--- config.mk ---
export PLATFORM = sky130hd
export DESIGN_NAME = rfw_spline
export DESIGN_NICKNAME = d
export VERILOG_FILES = /design/src/design/rfw_pkg.sv /design/src/design/rfw_spline.sv
export VERILOG_INCLUDE_DIRS = /design/src /design/src/design
export SDC_FILE = /design/constraint.sdc
export NUM_CORES = 2
export LEC_CHECK = 0
export ABC_AREA = 0
export BUFFER_PORTS_ARGS = -buffer_cell sky130_fd_sc_hd__buf_4
export CORE_ASPECT_RATIO = 1.2
export CORE_MARGIN = 5
export CORE_UTILIZATION = 65
export CTS_CLUSTER_DIAMETER = 40
export DETAILED_ROUTE_END_ITERATION = 7
export HOLD_SLACK_MARGIN = 0.1
export PLACE_DENSITY_LB_ADDON = 0.08
export SYNTH_ARGS = -nofsm -noshare
export SYNTH_HDL_FRONTEND = slang
export SYNTH_SLANG_ARGS = --single-unit
--- constraint.sdc ---
create_clock -name clk -period 11.9 [get_ports clk]
set_clock_uncertainty 0.1 [all_clocks]
set_input_delay 0 -clock clk [delete_from_list [all_inputs] [get_ports clk]]
set_output_delay 0 -clock clk [all_outputs]
set_load 0.03 [all_outputs]
--- src/design/reconstruction_filter_weight_macros.svh ---
// Assertion macros shared by the design files.
`ifndef RECONSTRUCTION_FILTER_WEIGHT_MACROS_SVH
`define RECONSTRUCTION_FILTER_WEIGHT_MACROS_SVH

`ifndef NO_ASSERTIONS
`define RFW_ASSERT(lbl, clk, rst_n, prop) \
	lbl: assert property (@(posedge clk) disable iff (!rst_n) prop) \
		else $error("rfw assertion failed");
`define RFW_ASSERT_NXT(lbl, clk, rst_n, pre, post) \
	lbl: assert property (@(posedge clk) disable iff (!rst_n) (pre) |=> (post)) \
		else $error("rfw assertion failed");
`else
`define RFW_ASSERT(lbl, clk, rst_n, prop)
`define RFW_ASSERT_NXT(lbl, clk, rst_n, pre, post)
`endif

`endif

--- src/design/rfw_pkg.sv ---
package rfw_pkg;

	localparam int NUM_STAGES = 10;

	typedef enum logic [2:0] {
		MODE_BOX       = 3'd0,
		MODE_TENT      = 3'd1,
		MODE_GAUSS     = 3'd2,
		MODE_MITCHELL  = 3'd3,
		MODE_QUADRATIC = 3'd4,
		MODE_CUBIC     = 3'd5,
		MODE_CATMULL   = 3'd6,
		MODE_UNKNOWN   = 3'd7
	} mode_t;

	typedef struct packed {
		logic [NUM_STAGES:1] en;
		logic [NUM_STAGES:1] vld;
	} pipe_ctl_t;

	typedef enum logic [1:0] {
		DIV_BY_1,
		DIV_BY_3,
		DIV_BY_9
	} div_t;

	typedef struct packed {
		logic signed [7:0] k0;
		logic signed [7:0] k1;
		logic signed [7:0] k2;
		logic signed [7:0] k3;
		logic [1:0]        sh;
		div_t              dv;
		logic [4:0]        d;
	} coef_t;

	// exp(-4.5 x^2) as 2^-u, u in Q16
	localparam logic [18:0] GAUSS_EXP_K = 19'd425468;
	localparam logic [11:0] GAUSS_PEAK  = 12'd4085;
	localparam logic [6:0]  HORNER_C5   = 7'd87;
	localparam logic [9:0]  HORNER_C4   = 10'd630;
	localparam logic [11:0] HORNER_C3   = 12'd3638;
	localparam logic [13:0] HORNER_C2   = 14'd15743;
	localparam logic [15:0] HORNER_C1   = 16'd45426;
	localparam logic [16:0] HORNER_C0   = 17'd65536;

	// ceil(2^24 / 5): exact floor division for numerators below 2^22
	localparam logic [21:0] RECIP_5 = 22'd3355444;

	function automatic logic [24:0] recip_q24(div_t dv);
		logic [24:0] r;
		case (dv)
			DIV_BY_3: r = 25'd5592406;
			DIV_BY_9: r = 25'd1864136;
			default:  r = 25'd16777216;
		endcase
		return r;
	endfunction

	// Piece coefficients over denominator d = 2^sh * divisor
	function automatic coef_t spline_coef(mode_t m, logic hi);
		coef_t c;
		c = '{k0: 8'sd0, k1: 8'sd0, k2: 8'sd0, k3: 8'sd0,
		      sh: 2'd0, dv: DIV_BY_1, d: 5'd1};
		unique case (m)
			MODE_MITCHELL: begin
				c = hi ? '{k0: 8'sd32, k1: -8'sd60, k2: 8'sd36, k3: -8'sd7,
				           sh: 2'd1, dv: DIV_BY_9, d: 5'd18}
				       : '{k0: 8'sd16, k1: 8'sd0, k2: -8'sd36, k3: 8'sd21,
				           sh: 2'd1, dv: DIV_BY_9, d: 5'd18};
			end
			MODE_QUADRATIC: begin
				c = hi ? '{k0: 8'sd9, k1: -8'sd12, k2: 8'sd4, k3: 8'sd0,
				           sh: 2'd3, dv: DIV_BY_1, d: 5'd8}
				       : '{k0: 8'sd6, k1: 8'sd0, k2: -8'sd8, k3: 8'sd0,
				           sh: 2'd3, dv: DIV_BY_1, d: 5'd8};
			end
			MODE_CUBIC: begin
				c = hi ? '{k0: 8'sd8, k1: -8'sd12, k2: 8'sd6, k3: -8'sd1,
				           sh: 2'd1, dv: DIV_BY_3, d: 5'd6}
				       : '{k0: 8'sd4, k1: 8'sd0, k2: -8'sd6, k3: 8'sd3,
				           sh: 2'd1, dv: DIV_BY_3, d: 5'd6};
			end
			MODE_CATMULL: begin
				c = hi ? '{k0: 8'sd4, k1: -8'sd8, k2: 8'sd5, k3: -8'sd1,
				           sh: 2'd1, dv: DIV_BY_1, d: 5'd2}
				       : '{k0: 8'sd2, k1: 8'sd0, k2: -8'sd5, k3: 8'sd3,
				           sh: 2'd1, dv: DIV_BY_1, d: 5'd2};
			end
			default: begin
				c.d = 5'd1;
			end
		endcase
		return c;
	endfunction

endpackage

--- src/design/rfw_spline.sv ---
`include "reconstruction_filter_weight_macros.svh"

module rfw_spline import rfw_pkg::*; (
	input  logic               clk,
	input  logic               arst_n,
	input  pipe_ctl_t          ctl,
	input  logic [12:0]        a13,
	input  logic               big,
	input  mode_t              mode,
	output logic signed [15:0] weight
);

	logic [19:0] num5;
	logic [41:0] prod5;
	logic [17:0] s_s2;
	logic        off_s2;
	mode_t       mode_s2;

	logic        quad;
	logic        spl;
	logic        hi;
	logic        beyond;

	logic [16:0] s_s3;
	logic [33:0] sq_s3;
	coef_t       coef_s3;
	logic        off_s3;

	logic [50:0]        cube_s4;
	logic signed [25:0] p1_s4;
	logic signed [42:0] p2_s4;
	coef_t              coef_s4;
	logic               off_s4;

	logic signed [59:0] k0e, p1e, p2e, p3e, num_d;
	logic signed [59:0] num_s5;
	coef_t              coef_s5;
	logic               off_s5;

	logic [59:0] mag;
	logic [59:0] rsum;
	logic [19:0] v_s6;
	logic [1:0]  sh_s6;
	div_t        dv_s6;
	logic        neg_s6;
	logic        off_s6;

	logic [19:0]        vs;
	logic [44:0]        prodq;
	logic [20:0]        q;
	logic signed [15:0] w_d;
	logic signed [15:0] w_s7, w_s8, w_s9;

	// s = 1.6|x| in Q16 = floor((128a + 2) / 5)
	assign num5  = {a13, 7'b0} + 20'd2;
	assign prod5 = num5 * RECIP_5;

	always_comb begin
		quad   = (mode_s2 == MODE_QUADRATIC);
		spl    = (mode_s2 == MODE_MITCHELL) || (mode_s2 == MODE_QUADRATIC) ||
		         (mode_s2 == MODE_CUBIC) || (mode_s2 == MODE_CATMULL);
		hi     = quad ? (s_s2[16] | s_s2[15]) : s_s2[16];
		beyond = quad ? (s_s2[17] | (s_s2[16] & s_s2[15])) : s_s2[17];
	end

	always_comb begin
		k0e   = 60'(coef_s4.k0);
		p1e   = 60'(p1_s4);
		p2e   = 60'(p2_s4);
		p3e   = coef_s4.k3 * $signed({1'b0, cube_s4});
		num_d = (k0e <<< 48) + (p1e <<< 32) + (p2e <<< 16) + p3e;
	end

	// round half away from zero: floor((|num| + d 2^33) / 2^34) / d
	always_comb begin
		mag  = num_s5[59] ? -num_s5 : num_s5;
		rsum = mag + (60'(coef_s5.d) << 33);
	end

	always_comb begin
		vs    = v_s6 >> sh_s6;
		prodq = vs * recip_q24(dv_s6);
		q     = prodq[44:24];
		if (off_s6) begin
			w_d = 16'sd0;
		end else if (!neg_s6) begin
			w_d = (q > 21'd32767) ? 16'sh7FFF : $signed(q[15:0]);
		end else begin
			w_d = (q > 21'd32767) ? 16'sh8000 : -$signed(q[15:0]);
		end
	end

	always_ff @(posedge clk) begin
		if (ctl.en[2]) begin
			s_s2    <= prod5[41:24];
			off_s2  <= big;
			mode_s2 <= mode;
		end
		if (ctl.en[3]) begin
			s_s3    <= s_s2[16:0];
			sq_s3   <= s_s2[16:0] * s_s2[16:0];
			coef_s3 <= spline_coef(mode_s2, hi);
			off_s3  <= off_s2 | beyond | !spl;
		end
		if (ctl.en[4]) begin
			cube_s4 <= sq_s3 * s_s3;
			p1_s4   <= coef_s3.k1 * $signed({1'b0, s_s3});
			p2_s4   <= coef_s3.k2 * $signed({1'b0, sq_s3});
			coef_s4 <= coef_s3;
			off_s4  <= off_s3;
		end
		if (ctl.en[5]) begin
			num_s5  <= num_d;
			coef_s5 <= coef_s4;
			off_s5  <= off_s4;
		end
		if (ctl.en[6]) begin
			v_s6   <= rsum[53:34];
			sh_s6  <= coef_s5.sh;
			dv_s6  <= coef_s5.dv;
			neg_s6 <= num_s5[59];
			off_s6 <= off_s5;
		end
		if (ctl.en[7]) begin
			w_s7 <= w_d;
		end
		if (ctl.en[8]) begin
			w_s8 <= w_s7;
		end
		if (ctl.en[9]) begin
			w_s9 <= w_s8;
		end
	end

	assign weight = w_s9;

	`RFW_ASSERT(a_scaled_fits, clk, arst_n, (ctl.vld[6] && !off_s6) |-> !v_s6[19])

endmodule

Word-level counts from Yosys, hierarchy flattened:

Cells that the tools add are included.
Widths: inputs -> output; s select.

* memories kept: 0
* memory bits (read-only): 0
* output and inout bits: 16
* latch bits: 0
* bits in registers: 405
* RAM bits: 0

* add/sub/neg operators: 7
* multipliers: 7
* multiplexer cells: 13
* shift operators: 1
* equal/unequal tests: 6
* magnitude comparators: 1
* divide/modulo/power cells: 0
* bitwise operators: 5
* reductions and logical operators: 4

Operator list (number)
* $pmux 34 s4: 1
* $mux 37: 2
* $add 59x59->60: 1
* $add 60x60->60: 1
* $mul 8x52->60: 1
* $add 56x58->59: 1
* $add 54x38->54: 1
* $mux 54: 1
* $neg 54->54: 1
* $mul 34x17->51: 1
* $pmux 25 s2: 1
* $mux 16: 3
* $mul 20x25->45: 1
* $mul 8x35->43: 1
* $mul 20x20->40 const B: 1
* $mux 39: 1
* $mux 36: 1
* $mul 17x17->34: 1
* $mul 8x18->26: 1
* $gt 21x15->1 const B: 1
* $add 20x2->20 const B: 1
* $pmux 5 s4: 1
* $shr 20x2->20: 1
* $neg 16->16: 1
* other kinds (9): 17

Longest topological paths before layout:

* word-level depth: 6
* gate-level depth with buffers: 38
* gate-level depth less buffers: 33

Worst setup path before layout:

No wires, ideal clock.

* kind: register to register
* start: register sh_s6[0]
* end: register w_s7[12] (data pin)
* library setup time: 280 ps
* data arrival time: 8947 ps
* cell stages (with the launch flop): 36
* path slack: 2574 ps
* cell sequence: edfxtp_1 -> buf_6 -> clkbuf_1 -> clkbuf_1 -> mux2i_1 -> mux2i_1 -> nor2b_1 -> inv_1 -> fa_1 -> inv_1 -> fa_1 -> inv_1 -> fa_1 -> inv_1 -> fa_1 -> fa_1 -> fa_1 -> inv_1 -> fa_1 -> inv_1 -> ha_1 -> a221oi_1 -> o21ai_0 -> a311o_1 -> and2_1 -> nor3b_2 -> xnor2_1 -> ha_1 -> nor4_1 -> nand4_1 -> or4_1 -> o31ai_1 -> or4_4 -> buf_6 -> buf_6 -> o32ai_2

* longest elaborated chain between the ends: 5

RTL lines
* start: declaration: RTL line rfw_spline.sv:43 `logic [1:0] sh_s6;`
* start signal: assignment: RTL line rfw_spline.sv:119 `sh_s6 <= coef_s5.sh;`
* $shr 20x2->20 (*): RTL line rfw_spline.sv:81 `vs = v_s6 >> sh_s6;`
* $mul 20x25->45 (*): RTL line rfw_spline.sv:82 `prodq = vs * recip_q24(dv_s6);`
* $gt 21x15->1 or $neg 16->16 (tied branches): RTL line rfw_spline.sv:87, rfw_spline.sv:89
* $mux 16 (on tied branches): RTL line rfw_spline.sv:87, rfw_spline.sv:89
* $mux 16 (*): RTL line rfw_spline.sv:86 `end else if (!neg_s6) begin`
* end signal: assignment: RTL line rfw_spline.sv:125 `w_s7 <= w_d;`
* end: declaration: RTL line rfw_spline.sv:52 `logic signed [15:0] w_s7, w_s8, w_s9;`

Mark *: on every way between the ends. The rest lies on a longest branch, timed or not.
A chain may end at the register's enable or synchronous reset.

Worst setup path after layout:

* start: register sh_s6[0]
* end: register w_s7[11] (data pin)

The elaborated chain is that of the path after synthesis.

==> run metrics <==
Area contributors post-synth fa_1, ha_1, edfxtp_1; Main synth FF type edfxtp_1; Area growth, synth to finish 5.34%; synth warn 0; worst skew pair latency 0.65 ns; Setup WS post-layout 1.57 ns; required time worst endpoint 12.16 ns; CP Capture Type flip-flop; first-pass GRT wire length 299000 microns; Rel. slew slack 0.130; max-cap violations 0; I/O pin count 55; post_cts resized 0; root buf cell clkbuf_16; drt via density 5.56; routed via count 52400; DRC viols 0; EDFF count, synth 368; Distinct cells, synth 84; cell taking the most area after synthesis fa_1; Die W 327 microns; Setup CP Type reg2reg; top cell type's share of synthesized area 0.397; die area 127000 sq um; M1 GR Usage 0.381; outcome finished, final reports clean; Starting DRT DRC Count 2792; FFs w/ async S/R, synth 0; vias in the first global route 57400; synthesized area per cell 9.91 sq um; Tmin final 10.33 ns; RSZ-0062 raised after global routing no; final antenna-violating net count 0; Post CTS Setup Buffer Count 0; Final Hold Viols 0; worst-path maximum fanout 29; CTS clock-pin slew for the worst setup and hold paths 0.06 ns; CTS tree built; drt wl/cell 19.2 microns; CP peak stage delay 1.10 ns; CP arrival 10.59 ns; TritonRoute pass-1 iters 6; crit-path most repeated cell fa_1; busiest grt layer met2; clk sink count 368; Worst Setup SP sh_s6[0]; Hold Startpoint ctl[17]; leading cell type in the layout, fill and taps excluded inv_1; Critical Path Start Type flip-flop; Port Buffers 41; Detailed Route WL 180000 microns; Starting Density 0.654; grt ovf 0; worst min-delay path category in2reg; post-synthesis cell area 78100 sq um; pre-CTS setup slack 1.60 ns; initial antenna violation count 6; final worst-path cycle share 0.868; sequential share of the synthesized area 0.141; most frequent cells in the layout inv_1, fa_1, ha_1; gpl congestion 0.921; final setup violation count 0; Slew Limit Fails 0; met2 Usage GRT 0.529; GR Util met3 0.0406; Total GRT Usage 0.297; Mapped Nets 10400; Final #Nets 10300; core area 119000 sq um; Worst R2R Start sh_s6[0]; ratio of cells with drive above 1 in the final layout 0.0343; Gate Count Post-Synth 7882; FF+latch count, synth 368; maximum clock insertion buffer count 3; hpwl dp 147000 microns; slowest stage cell, crit path edfxtp_1; H-tree levels 3; row count 139; f_max 96.8 MHz; largest net degree at the start of global routing 77; total CTS buffers 66; measured slew at the worst slew-check pin 1.30 ns; Die Span Y 390 microns; final core occ 0.689; Fin Setup TNS 0 ns
==> repair_timing <==
action | in CTS | in global routing
hold endpoints to repair | 256 | 0
setup endpoints to repair | 0 | 0
hold buffers | 16 | 0
==> worst max-delay path: cells and delay by family, from the launching register on <==
kind / cells / cell delay [ns]
AO/OA/AOI/OAI: 6 / 1.74
XOR/XNOR: 1 / 0.17
adder cells (fa/ha/maj): 9 / 4.18
buffers and inverters: 4 / 0.22
flip-flops: 1 / 1.10
AND/OR/NAND/NOR: 10 / 2.50
==> flip-flops by register name (all words and copies together) (netlist names), 2 cells and up <==
register / cells
cube_s4: 51
coef_s4: 16
v_s6: 20
s_s2: 18
dv_s6: 2
coef_s3: 25
p2_s4: 43
s_s3: 17
weight: 16
w_s7: 16
num_s5: 55
mode_s2: 3
sh_s6: 2
p1_s4: 24
coef_s5: 6
sq_s3: 32
w_s8: 16
==> final timing paths <==
check / endpoint / slack [ns] / depth (start not counted)
worst max-delay path: w_s7[11] / 1.57 / 30
worst min-delay path: w_s8[7] / 0.19 / 2
worst max register to register: w_s7[11] / 1.57 / 30
worst min register to register: coef_s4[11] / 0.31 / 0
==> cell families (layout without fill, tap and decap cells) <==
logic type      Yosys count  count (layout)  synth area share
flops                   368             368             0.141
fa+ha+maj              2449            2449             0.541
other cells               0               4                 0
xor+xnor                269             269            0.0303
simple gates           1913            1913             0.122
compound gates          612             612            0.0521
buf+inv                2244            2231             0.108
mux                      27              27           0.00512
==> area by class of cell <==
type	instances	area, sq um
diodes	4	10.0
clock buffers	69	1680
clock inverters	52	596
fillers	9383	37200
inverters	1995	7490
multi-input cells	5270	58600
flip-flops and latches	368	11100
well taps	1551	1940
repair buffers	115	907
==> per-stage QoR <==
step                hold WS (ns)  std cells  area [sq um]
detailed placement        0.0831       9283         79900
floorplan               -0.00113       7882         78100
CTS                        0.139       9420         82300
global placement          0.0814       9283         79900
global route               0.167       9421         82300
finish                     0.188       9424         82300
==> synthesized netlist by cell type (all sizes together) (22+ instances only) <==
library cell and instances:
xor2 85, nand3 41, nor3 37, a21o 110, inv 1994, nor2b 63, fa 1550, o21a 23
a21oi 210, clkbuf 229, o21bai 34, xnor2 184, and3 33, and2 555, nand2 817, a211oi 22
o21ai 77, nand2b 105, ha 899, nor2 167, edfxtp 368
==> layer usage <==
layer,up-vias,share of wire,wire [microns]
met5,-,0.000072,13
met4,2,0.036,6580
met3,402,0.052,9400
met2,1297,0.51,91900
met1,26800,0.40,72600
li1,23800,-,-
Power is left out: the tool's default activity adds up to more than one toggle a clock period on the data nets, which glitch-free logic cannot reach.
