--- src/design/reconstruction_filter_weight_macros.svh ---
// Assertion macros shared by the design files.
`ifndef RECONSTRUCTION_FILTER_WEIGHT_MACROS_SVH
`define RECONSTRUCTION_FILTER_WEIGHT_MACROS_SVH

`ifndef NO_ASSERTIONS
`define RFW_ASSERT(lbl, clk, rst_n, prop) \
	lbl: assert property (@(posedge clk) disable iff (!rst_n) prop) \
		else $error("rfw assertion failed");
`define RFW_ASSERT_NXT(lbl, clk, rst_n, pre, post) \
	lbl: assert property (@(posedge clk) disable iff (!rst_n) (pre) |=> (post)) \
		else $error("rfw assertion failed");
`else
`define RFW_ASSERT(lbl, clk, rst_n, prop)
`define RFW_ASSERT_NXT(lbl, clk, rst_n, pre, post)
`endif

`endif

--- src/design/rfw_pkg.sv ---
package rfw_pkg;

	localparam int NUM_STAGES = 10;

	typedef enum logic [2:0] {
		MODE_BOX       = 3'd0,
		MODE_TENT      = 3'd1,
		MODE_GAUSS     = 3'd2,
		MODE_MITCHELL  = 3'd3,
		MODE_QUADRATIC = 3'd4,
		MODE_CUBIC     = 3'd5,
		MODE_CATMULL   = 3'd6,
		MODE_UNKNOWN   = 3'd7
	} mode_t;

	typedef struct packed {
		logic [NUM_STAGES:1] en;
		logic [NUM_STAGES:1] vld;
	} pipe_ctl_t;

	typedef enum logic [1:0] {
		DIV_BY_1,
		DIV_BY_3,
		DIV_BY_9
	} div_t;

	typedef struct packed {
		logic signed [7:0] k0;
		logic signed [7:0] k1;
		logic signed [7:0] k2;
		logic signed [7:0] k3;
		logic [1:0]        sh;
		div_t              dv;
		logic [4:0]        d;
	} coef_t;

	// exp(-4.5 x^2) as 2^-u, u in Q16
	localparam logic [18:0] GAUSS_EXP_K = 19'd425468;
	localparam logic [11:0] GAUSS_PEAK  = 12'd4085;
	localparam logic [6:0]  HORNER_C5   = 7'd87;
	localparam logic [9:0]  HORNER_C4   = 10'd630;
	localparam logic [11:0] HORNER_C3   = 12'd3638;
	localparam logic [13:0] HORNER_C2   = 14'd15743;
	localparam logic [15:0] HORNER_C1   = 16'd45426;
	localparam logic [16:0] HORNER_C0   = 17'd65536;

	// ceil(2^24 / 5): exact floor division for numerators below 2^22
	localparam logic [21:0] RECIP_5 = 22'd3355444;

	function automatic logic [24:0] recip_q24(div_t dv);
		logic [24:0] r;
		case (dv)
			DIV_BY_3: r = 25'd5592406;
			DIV_BY_9: r = 25'd1864136;
			default:  r = 25'd16777216;
		endcase
		return r;
	endfunction

	// Piece coefficients over denominator d = 2^sh * divisor
	function automatic coef_t spline_coef(mode_t m, logic hi);
		coef_t c;
		c = '{k0: 8'sd0, k1: 8'sd0, k2: 8'sd0, k3: 8'sd0,
		      sh: 2'd0, dv: DIV_BY_1, d: 5'd1};
		unique case (m)
			MODE_MITCHELL: begin
				c = hi ? '{k0: 8'sd32, k1: -8'sd60, k2: 8'sd36, k3: -8'sd7,
				           sh: 2'd1, dv: DIV_BY_9, d: 5'd18}
				       : '{k0: 8'sd16, k1: 8'sd0, k2: -8'sd36, k3: 8'sd21,
				           sh: 2'd1, dv: DIV_BY_9, d: 5'd18};
			end
			MODE_QUADRATIC: begin
				c = hi ? '{k0: 8'sd9, k1: -8'sd12, k2: 8'sd4, k3: 8'sd0,
				           sh: 2'd3, dv: DIV_BY_1, d: 5'd8}
				       : '{k0: 8'sd6, k1: 8'sd0, k2: -8'sd8, k3: 8'sd0,
				           sh: 2'd3, dv: DIV_BY_1, d: 5'd8};
			end
			MODE_CUBIC: begin
				c = hi ? '{k0: 8'sd8, k1: -8'sd12, k2: 8'sd6, k3: -8'sd1,
				           sh: 2'd1, dv: DIV_BY_3, d: 5'd6}
				       : '{k0: 8'sd4, k1: 8'sd0, k2: -8'sd6, k3: 8'sd3,
				           sh: 2'd1, dv: DIV_BY_3, d: 5'd6};
			end
			MODE_CATMULL: begin
				c = hi ? '{k0: 8'sd4, k1: -8'sd8, k2: 8'sd5, k3: -8'sd1,
				           sh: 2'd1, dv: DIV_BY_1, d: 5'd2}
				       : '{k0: 8'sd2, k1: 8'sd0, k2: -8'sd5, k3: 8'sd3,
				           sh: 2'd1, dv: DIV_BY_1, d: 5'd2};
			end
			default: begin
				c.d = 5'd1;
			end
		endcase
		return c;
	endfunction

endpackage

--- src/design/rfw_gauss.sv ---
`include "reconstruction_filter_weight_macros.svh"

module rfw_gauss import rfw_pkg::*; (
	input  logic               clk,
	input  logic               arst_n,
	input  pipe_ctl_t          ctl,
	input  logic [12:0]        a13,
	input  logic               big,
	output logic signed [15:0] weight
);

	logic [25:0] sq_s2;
	logic        zero_s2;
	logic [44:0] prod;

	logic [15:0] f_s3, f_s4, f_s5, f_s6, f_s7;
	logic [3:0]  n_s3, n_s4, n_s5, n_s6, n_s7, n_s8, n_s9;
	logic        zero_s3, zero_s4, zero_s5, zero_s6, zero_s7, zero_s8, zero_s9;

	logic [22:0] m1;
	logic [25:0] m2;
	logic [27:0] m3;
	logic [29:0] m4;
	logic [31:0] m5;
	logic [9:0]  t1_s4;
	logic [11:0] t2_s5;
	logic [13:0] t3_s6;
	logic [15:0] t4_s7;
	logic [16:0] p_s8;
	logic [27:0] gp_s9;
	logic [31:0] rnd;
	logic [31:0] shifted;

	assign prod = sq_s2 * GAUSS_EXP_K;
	assign m1   = f_s3 * HORNER_C5;
	assign m2   = f_s4 * t1_s4;
	assign m3   = f_s5 * t2_s5;
	assign m4   = f_s6 * t3_s6;
	assign m5   = f_s7 * t4_s7;

	always_ff @(posedge clk) begin
		if (ctl.en[2]) begin
			sq_s2   <= a13 * a13;
			zero_s2 <= big;
		end
		if (ctl.en[3]) begin
			n_s3    <= prod[43:40];
			f_s3    <= prod[39:24];
			zero_s3 <= zero_s2 | prod[44];
		end
		if (ctl.en[4]) begin
			t1_s4   <= HORNER_C4 - {3'b0, m1[22:16]};
			f_s4    <= f_s3;
			n_s4    <= n_s3;
			zero_s4 <= zero_s3;
		end
		if (ctl.en[5]) begin
			t2_s5   <= HORNER_C3 - {2'b0, m2[25:16]};
			f_s5    <= f_s4;
			n_s5    <= n_s4;
			zero_s5 <= zero_s4;
		end
		if (ctl.en[6]) begin
			t3_s6   <= HORNER_C2 - {2'b0, m3[27:16]};
			f_s6    <= f_s5;
			n_s6    <= n_s5;
			zero_s6 <= zero_s5;
		end
		if (ctl.en[7]) begin
			t4_s7   <= HORNER_C1 - {2'b0, m4[29:16]};
			f_s7    <= f_s6;
			n_s7    <= n_s6;
			zero_s7 <= zero_s6;
		end
		if (ctl.en[8]) begin
			p_s8    <= HORNER_C0 - {1'b0, m5[31:16]};
			n_s8    <= n_s7;
			zero_s8 <= zero_s7;
		end
		if (ctl.en[9]) begin
			gp_s9   <= p_s8 * GAUSS_PEAK;
			n_s9    <= n_s8;
			zero_s9 <= zero_s8;
		end
	end

	// round to nearest on the 2^-(16+n) scale
	always_comb begin
		rnd     = {4'b0, gp_s9} + (32'd1 << (5'd15 + {1'b0, n_s9}));
		shifted = rnd >> (5'd16 + {1'b0, n_s9});
		weight  = zero_s9 ? 16'sd0 : $signed({3'b0, shifted[12:0]});
	end

	`RFW_ASSERT(a_exp2_nonzero, clk, arst_n, ctl.vld[8] |-> (p_s8 != 17'd0))

endmodule

--- config.mk ---
export PLATFORM = sky130hd
export DESIGN_NAME = rfw_gauss
export DESIGN_NICKNAME = d
export VERILOG_FILES = /design/src/design/rfw_pkg.sv /design/src/design/rfw_gauss.sv
export VERILOG_INCLUDE_DIRS = /design/src /design/src/design
export SDC_FILE = /design/constraint.sdc
export NUM_CORES = 2
export LEC_CHECK = 0
export BUFFER_PORTS_ARGS = -buffer_cell sky130_fd_sc_hd__buf_2
export CORE_ASPECT_RATIO = 1.75
export CORE_MARGIN = 8
export CORE_UTILIZATION = 67
export CTS_CLUSTER_DIAMETER = 40
export CTS_CLUSTER_SIZE = 14
export DETAILED_ROUTE_END_ITERATION = 7
export GPL_TIMING_DRIVEN = 0
export HOLD_SLACK_MARGIN = 0.15
export PLACE_DENSITY = 0.84
export SETUP_SLACK_MARGIN = 0.05
export SLEW_MARGIN = 20
export SYNTH_ARGS = -nofsm -noshare
export SYNTH_HDL_FRONTEND = slang
export SYNTH_SLANG_ARGS = --single-unit
--- constraint.sdc ---
create_clock -name clk -period 8.79 [get_ports clk]
set_clock_uncertainty 0.15 [all_clocks]
set_input_delay 0.879 -clock clk [delete_from_list [all_inputs] [get_ports clk]]
set_output_delay 0.879 -clock clk [all_outputs]
set_load 0.01 [all_outputs]
# After elaboration in Yosys (flattened, before gate mapping)

Index checks and enable logic that the tools add are counted.

Word-level logic and storage cells: 47
Register bits after elaboration: 239
Input port bits: 36
Output and inout bits: 16

Muxes and demuxes: 1
Add/sub/neg operators: 8
Shift-type cells: 2
Bitwise logic cells: 1
$mul: 8

Operator list:

| kind                   | count |
|---|---|
| $mul 26x17->43 const B | 1 |
| $add 28x32->32         | 1 |
| $mul 16x16->32         | 1 |
| $shl 1x5->32 const A   | 1 |
| $shr 32x5->13          | 1 |
| $mul 16x14->30         | 1 |
| $mul 16x12->28         | 1 |
| $mul 17x12->28 const B | 1 |
| $mul 13x13->26         | 1 |
| $mul 16x10->26         | 1 |
| $mul 16x7->23 const B  | 1 |
| $sub 17x16->17 const A | 1 |
| $sub 16x14->16 const A | 1 |
| $sub 11x13->14 const A | 1 |
| $mux 13                | 1 |
| $sub 10x11->12 const A | 1 |
| $sub 10x7->10 const A  | 1 |
| $add 4x4->5 const A    | 1 |
| $add 5x4->5 const A    | 1 |
| $or 1x1->1             | 1 |

# Depth between registers and ports, before layout

Depth in word-level cells: 5
Gate-level depth with buffers: 30

# Least setup slack after synthesis

Ideal clock, no wire load.

Kind: register to register
From: register f_s7[11]
To: register p_s8[9], data pin
Setup slack: 1.901 ns
Path buffers: 1
Clock period less this slack: 6.889 ns
Cell stages (with the launch flop): 24
Setup time: 0.262 ns
Data arrival time: 6.476 ns
Required time: 8.378 ns
Path through: edfxtp_1 > clkbuf_1 > nand2_1 > fa_1 > fa_1 > fa_1 > inv_1 > fa_1 > fa_1 > inv_1 > fa_1 > inv_1 > ha_1 > o21ai_0 > a21boi_0 > o21ai_0 > o21bai_1 > xnor2_1 > nand2_1 > or4_1 > nor3_1 > mux2_1 > a21oi_1 > xor2_1

Cells in the longest elaborated chain, start to end: 2

RTL lines:

| item                   | RTL line        | source |
|---|---|---|
| start, declared        | rfw_gauss.sv:16 | `logic [15:0] f_s3, f_s4, f_s5, f_s6, f_s7;` |
| start signal, assigned | rfw_gauss.sv:71 | `f_s7 <= f_s6;` |
| $mul 16x16->32         | rfw_gauss.sv:39 | `assign m5 = f_s7 * t4_s7;` |
| $sub 17x16->17         | rfw_gauss.sv:76 | `p_s8 <= HORNER_C0 - {1'b0, m5[31:16]};` |
| end signal, assigned   | rfw_gauss.sv:76 |  |
| end, declared          | rfw_gauss.sv:29 | `logic [16:0] p_s8;` |

No other way between the ends.
A chain may end at the register's enable or synchronous reset.

# Final worst setup path

From: register f_s5[6]
To: register t3_s6[11], data pin

Cells in the longest elaborated chain, start to end: 2

RTL lines:

| item                   | RTL line        | source |
|---|---|---|
| start, declared        | rfw_gauss.sv:16 |  |
| start signal, assigned | rfw_gauss.sv:59 | `f_s5 <= f_s4;` |
| $mul 16x12->28         | rfw_gauss.sv:37 | `assign m3 = f_s5 * t2_s5;` |
| named net m3[23]       | rfw_gauss.sv:22 | `logic [27:0] m3;` |
| $sub 11x13->14         | rfw_gauss.sv:64 | `t3_s6 <= HORNER_C2 - {2'b0, m3[27:16]};` |
| end signal, assigned   | rfw_gauss.sv:64 |  |
| end, declared          | rfw_gauss.sv:27 | `logic [13:0] t3_s6;` |

The timed path passes the listed nets, and every way through them passes these cells.

==> results.json <==
{
  "vias": 38640,
  "met3_usage_pct": 3.456,
  "rsz0062_at_grt": "false",
  "final_cell_mix": "inv_1, fa_1, ha_1",
  "ant_nets": 0,
  "multi_input_area_um2": 41990,
  "hold_viol": 0,
  "hpwlAfterDp_um": 109800,
  "finalSetupViolCount": 0,
  "drt_iter0_markers": 1869,
  "startpoint_type": "flop",
  "num_rows": 138,
  "ios": 52,
  "cp-end-kind": "flop",
  "maxSlewViolCount": 0,
  "viasPerCell": 5.804,
  "crit_type": "flop to flop",
  "cts_tree": "done",
  "worstPathMaxFanout": 10,
  "die_w_um": 232.1,
  "synth_flop_cell": "edfxtp_1",
  "netlist_area_um2": 54740,
  "start_util_pct": 67.60,
  "cp_slowest_cell": "clkbuf_1",
  "synth_edf_count": 235,
  "tightest_slew_ns": 0.8803,
  "routed_wl_um": 128400,
  "clock_path_buffers": 3,
  "cp.depth": 26,
  "yosys_warnings": 0,
  "critPathBufInv": 4,
  "clkTransAtPathRegs_ns": 0.06,
  "grt_pass1_vias": 44030,
  "hold_path_class": "flop to flop",
  "async_flop_share_pct": 0,
  "die-area_um2": 91470,
  "postCtsHoldBufs": 0,
  "cpMostUsedCell": "fa_1",
  "htree_levels": 1,
  "grt_util_met2_pct": 54.60,
  "busiest_layer": "met2",
  "slowest_delay_ns": 0.68,
  "core-area_um2": 80980,
  "min_path_cells": 0,
  "clk_latency_ns": 0.60,
  "final_common_cell": "inv_1",
  "drc": 0,
  "portBuffers": 34,
  "fin_setup_tns_ns": 0,
  "antenna_found_initial": 3,
  "final_nets": 7411,
  "die_height_um": 394.1,
  "grt-ovfl-total": 0,
  "area_growth_pct": 4.614,
  "grt.met1_usage_pct": 27.55,
  "avgSynthCellArea_um2": 9.946,
  "slew_headroom_pct": 41.31,
  "crit_required_ns": 9.01,
  "synthCells": 5504,
  "cts.sinks": 235,
  "fillers": 5791,
  "fin_crit_ns": 8.324,
  "grt_pass1_wl_um": 211300,
  "status": "finished clean",
  "maxCapViolCount": 0,
  "reg2reg_depth": 26,
  "register_area_um2": 7057,
  "grtUsageTotal_pct": 29.00,
  "avgRoutedWirePerCell_um": 19.28,
  "cts_root_buf": "clkbuf_16",
  "synth-seq-area-share_pct": 12.89,
  "post_route_cells_drive_above_1_share_pct": 2.408,
  "place_congestion": 0.9963,
  "critical_path.top_delay_family": "adder cells",
  "fmax_mhz": 120.1,
  "synth_seq_cells": 235,
  "finalCritPeriodShare_pct": 94.70,
  "cts_made_buffers": 29,
  "grt_max_degree": 38,
  "first_pass_iters": 5,
  "ys_types": 92,
  "cp.arrival_ns": 8.55
}
## cells in the mapped netlist, types with 14 or more instances
| master | n | share of area (%) |
|---|---|---|
| xor2_1 | 58 | 0.93 |
| a21oi_1 | 112 | 1.0 |
| a21o_1 | 57 | 0.78 |
| clkbuf_1 | 148 | 1.0 |
| xnor2_1 | 120 | 1.9 |
| nor2_1 | 126 | 0.86 |
| and2_1 | 429 | 4.9 |
| and3_1 | 18 | 0.21 |
| edfxtp_1 | 235 | 13 |
| ha_1 | 704 | 16 |
| nand4_1 | 18 | 0.21 |
| nand3_1 | 36 | 0.33 |
| nand2_1 | 530 | 3.6 |
| nor3_1 | 48 | 0.44 |
| fa_1 | 1086 | 40 |
| inv_1 | 1373 | 9.4 |
| o21a_1 | 18 | 0.25 |
| a211oi_1 | 22 | 0.30 |
| o21bai_1 | 14 | 0.19 |
| o21ai_0 | 71 | 0.65 |
| o211ai_1 | 14 | 0.19 |
| nand2b_1 | 18 | 0.21 |
| nor2b_1 | 27 | 0.31 |
## registers in the layout (all words and copies together), names as in the netlist, 4 cells and up
signal,count
t2_s5,11
f_s7,16
n_s4,4
n_s9,4
gp_s9,27
n_s7,4
t4_s7,16
n_s6,4
t3_s6,13
n_s8,4
n_s5,4
f_s6,16
f_s3,16
sq_s2,25
p_s8,17
n_s3,4
t1_s4,10
f_s4,16
f_s5,16
## path summary, 6_finish.rpt
check	slack (ns)	endpoint	startpoint
worst min register to register	0.27	n_s4[3]	n_s3[3]
worst max-delay path	0.47	t3_s6[11]	f_s5[6]
worst max register to register	0.47	t3_s6[11]	f_s5[6]
worst min-delay path	0.27	n_s4[3]	n_s3[3]
## layer usage
| metal | up-vias | part of all wire, % |
|---|---|---|
| li1 | 17050 | - |
| met1 | 19400 | 31 |
| met2 | 1457 | 55 |
| met3 | 729 | 4.8 |
| met4 | 2 | 9.5 |
| met5 | - | 0.010 |
## layout make-up
cell class	count	area share [%]
multi-input combinational	3754	73.31
sequential	235	12.32
inverter	1374	9.006
tap	1050	2.294
clock buffer	31	1.280
buffer	157	1.055
clock inverter	21	0.4260
timing repair buffer	34	0.2971
antenna	2	0.008739
## logic make-up (layout without fill, tap and decap cells)
family	Yosys count	count (layout)	synth area share [%]
adders and majority gates	1790	1790	55.80
buffers and inverters	1531	1617	10.52
and+or+nand+nor	1311	1311	11.96
AOI/OAI and AO/OA	446	446	5.714
DFF	235	235	12.89
xor gates and xnor gates	179	179	2.878
muxes	10	10	0.2126
other	2	20	0.01372
## per-stage QoR
step	instance area, um2	util (%)	setup slack, ns	hold WS [ns]	std cells
4_1_cts	57260	70.71	0.4120	0.2700	6656
6_report	57270	70.72	0.4659	0.2697	6658
3_3_place_gp	56290	69.51	0.5821	0.2519	6604
3_5_place_dp	56290	69.51	0.4629	0.2562	6604
5_1_grt	57270	70.72	0.1924	0.2704	6657
2_1_floorplan	54800	-	1.901	0.2503	5520
## what timing repair did
action	4_1_cts	5_1_grt
gates resized for setup	0	1
setup endpoints to repair	0	1
setup buffers	0	0
## worst register-to-register path: cells and delay by family, from the launching register on
family                     cells  cell delay (ns)
AOI/OAI and AO/OA             10             2.29
adders and majority gates      7             3.15
DFF                            1             0.63
xor gates and xnor gates       3             0.78
buffers and inverters          4             0.84
and+or+nand+nor                2             0.26
Power is not shown: default switching activity piles up to over one toggle a cycle in this logic, so the estimate is an artifact.
